==> src/rtl/msmd_ram.sv <==
// Simple dual-port RAM: one write port, one registered read port.
`default_nettype none
module msmd_ram #(
  parameter int W  = 8,
  parameter int AW = 4
) (
  input  wire logic          clk,
  input  wire logic          we,
  input  wire logic [AW-1:0] waddr,
  input  wire logic [W-1:0]  wdata,
  input  wire logic [AW-1:0] raddr,
  output logic      [W-1:0]  rdata
);

  logic [W-1:0] mem [2**AW];

  // write and registered read
  always_ff @(posedge clk) begin
    if (we) begin
      mem[waddr] <= wdata;
    end
    rdata <= mem[raddr];
  end

endmodule
`default_nettype wire

==> config.mk <==
export PLATFORM = sky130hd
export DESIGN_NAME = msmd_ram
export DESIGN_NICKNAME = d
export VERILOG_FILES = /design/src/rtl/msmd_ram.sv
export SDC_FILE = /design/constraint.sdc
export NUM_CORES = 1
export LEC_CHECK = 0
export ABC_AREA = 1
export BUFFER_PORTS_ARGS = -buffer_cell sky130_fd_sc_hd__buf_4
export CAP_MARGIN = 15
export CORE_ASPECT_RATIO = 0.9
export CORE_MARGIN = 2
export CORE_UTILIZATION = 30
export DETAILED_ROUTE_END_ITERATION = 8
export PLACE_DENSITY = 0.45
export SLEW_MARGIN = 20
export SYNTH_ARGS = -nofsm -noshare
export SYNTH_HDL_FRONTEND = slang
export SYNTH_SLANG_ARGS = --single-unit
==> constraint.sdc <==
create_clock -name clk -period 1.9 [get_ports clk]
set_input_delay 0.095 -clock clk [delete_from_list [all_inputs] [get_ports clk]]
set_output_delay 0.095 -clock clk [all_outputs]
set_load 0.02 [all_outputs]
==> results.cfg <==
[sta]
tightest_slew_ns = 0.750
timing.fmax_mhz = 925
worst_slack_ns = 0.819
rsz0062_at_grt = false
setup_viol = 0
min_period_ns = 1.08
period_share_pct = 56.9
maxSlewHeadroom_pct = 49.8
hold_viol = 0
timing.setup.tns_ns = 0
clock_skew_ns = 0.00649
slew_viol_final = 0

[cells_and_area]
layout_common_cells = nand2_1 (173), edfxtp_1 (128), inv_1 (100)
fill_cells = 1913
nets = 607
area_growth_pct = 18.4
seq_area_um2 = 4000
layout-drive-gt1-share_pct = 12.1
diodes = 0
final_common_cell = nand2_1
multiInputGateArea_um2 = 1210

[global_route]
first_global_vias = 3685
grt_pass1_wl_mm = 22.3
antenna_found_initial = 0
grt_overflow_total = 0
grt_max_degree = 47
grtUsageTotal_pct = 15.3

[setup_path]
crit_buf_inv = 1
crit_chain = buf_4
critPathLaunch = rdata[6]
cp_slowest_cell = dfxtp_1
r2r_end = rdata[2]
reg2reg_depth = 6
path_delay_family = flip-flops
criticalPathCategory = flip-flop to output port
cp_max_fo = 1
cp.arrival_ns = 0.99
crit_cells = 1
required_ns = 1.80
end_kind = output port
crit_path_end = rdata[6]
start_kind = flip-flop
r2r_slack_ns = 0.85
cp_slowest_stage_delay_ns = 0.40
r2r_start = mem[11][2]

[power_and_ir_drop]
switching_share_pct = 22.6
powerDensity_nw_per_um2 = 1020
max-vdd-ir-drop_mv = 0.588
seqPwrFrac_pct = 48.4
p_int_mw = 5.41
leakagePower_nw = 2.90
clockPowerShare_pct = 45.0
power_switching_mw = 1.58
p_comb_share_pct = 6.5

[detailed_routing]
ant_nets = 0
vias = 3736
wl_met3_um = 756
wl_per_cell_um = 17.0
totalWireLength_mm = 14.5
top_layer = met4
drt_iter0_drc = 256
via_per_inst = 4.38
wl_met1_mm = 7.10
wl_met2_mm = 6.49
route.detailed.drc = 0
firstDrtPassIters = 5

[die]
ios = 26
die_area_um2 = 20300
die_h_um = 136
start_util_pct = 30.3
die_w_um = 150
coreArea_um2 = 19000
row_count = 48

[placement]
gp_congestion = 0.746
dpl_worst_slack_ns = 0.463
place.detailed.hpwl_mm = 9.13
port_buffers = 25

[synthesis]
avgSynthCellArea_um2 = 10.5
syn_nets = 569
ys_seq_area_share_pct = 69.4
synth_cells = 551
ys_top_cells_by_area = edfxtp_1 (67%), nand2_1 (11%), nand3_1 (8.4%), inv_1 (6.5%), dfxtp_1 (2.8%)
yosysUniqueCellTypes = 12
synth_warnings = 0
ys_ff_latch = 136
yosysTopAreaCell = edfxtp_1
synth.top_cell.area_share_pct = 66.7
syn_area_um2 = 5770

[clocking]
ctsRootBufferMaster = clkbuf_16
worstSkewPairLatency_ns = 0.42
clk_pin_slew_worst_paths_ns = 0.06
cts_resized = 0
htreeDepth = 4
clk_path_buf_depth = 2
cts_sinks = 136
cts_inserted_buffers = 17
postCtsHoldBufs = 1
cts_tree = built
post_cts_buffers = 0

[job]
drv_cap = 0

[status]
status = finished, final reports clean

[hold_path]
hold_path_class = primary input to flip-flop
min-delay-start = wdata[2]
[registers in the layout (all words and copies together) (netlist names)]
signal,flops
rdata,8
mem,128
[layout make-up]
type,count,area share (%)
clock inverter,14,1.96
timing repair buffer,43,5.13
sequential,136,58.7
multi-input combinational,289,17.8
clock buffer,18,6.29
tap,250,4.58
inverter,102,5.61
[worst min path at each step]
stage	to	slack, ns	depth (start not counted)
after global placement	rdata[5]	0.43	3
final	mem[8][2]	0.03	1
after CTS	mem[8][7]	0.03	1
after global routing	mem[11][7]	0.04	1
after floorplan	mem[0][0]	0.19	0
after detailed placement	rdata[5]	0.42	3
[synth_stat cells]
| master | count |
|---|---|
| buf_6 | 6 |
| nand3_1 | 97 |
| buf_4 | 4 |
| edfxtp_1 | 128 |
| nor2_1 | 17 |
| buf_1 | 1 |
| inv_2 | 2 |
| nand2_1 | 173 |
| nand3b_1 | 2 |
| inv_1 | 100 |
| buf_2 | 13 |
| dfxtp_1 | 8 |
[stage by stage]
step / power [mW] / hold slack, ns / instance area, um2 / instances / utilization [%]
6_report: 6.99 / 0.0271 / 6830 / 852 / 35.9
3_5_place_dp: 3.91 / 0.420 / 6250 / 819 / 32.8
5_1_grt: 7.24 / 0.0382 / 6830 / 852 / 35.9
2_1_floorplan: 3.69 / 0.194 / 5770 / 551 / -
3_3_place_gp: 3.91 / 0.430 / 6250 / 819 / 32.8
4_1_cts: 7.06 / 0.0346 / 6830 / 852 / 35.9
[cell families (layout without fill, tap and decap cells)]
logic type	count (synthesis)	count (layout)	share of synthesized area, %
buf+inv	126	177	9.52
simple gates	289	289	21.0
flops	136	136	69.4
[power groups by stage]
stage	Combinational, mW	Sequential [mW]	Clock [mW]
final	0.457	3.38	3.15
after detailed placement	0.463	3.45	0
after global routing	0.511	3.39	3.34
after CTS	0.466	3.39	3.21
after floorplan	0.237	3.46	0
after global placement	0.463	3.45	0
[layer usage]
metal | vias to the layer above | global-route usage (%)
met3 | 10 | 4.31
met2 | 91 | 22.7
met5 | - | 0
li1 | 1848 | -
met4 | 0 | 3.98
met1 | 1787 | 22.1
Power figures use the tool's default switching activity.
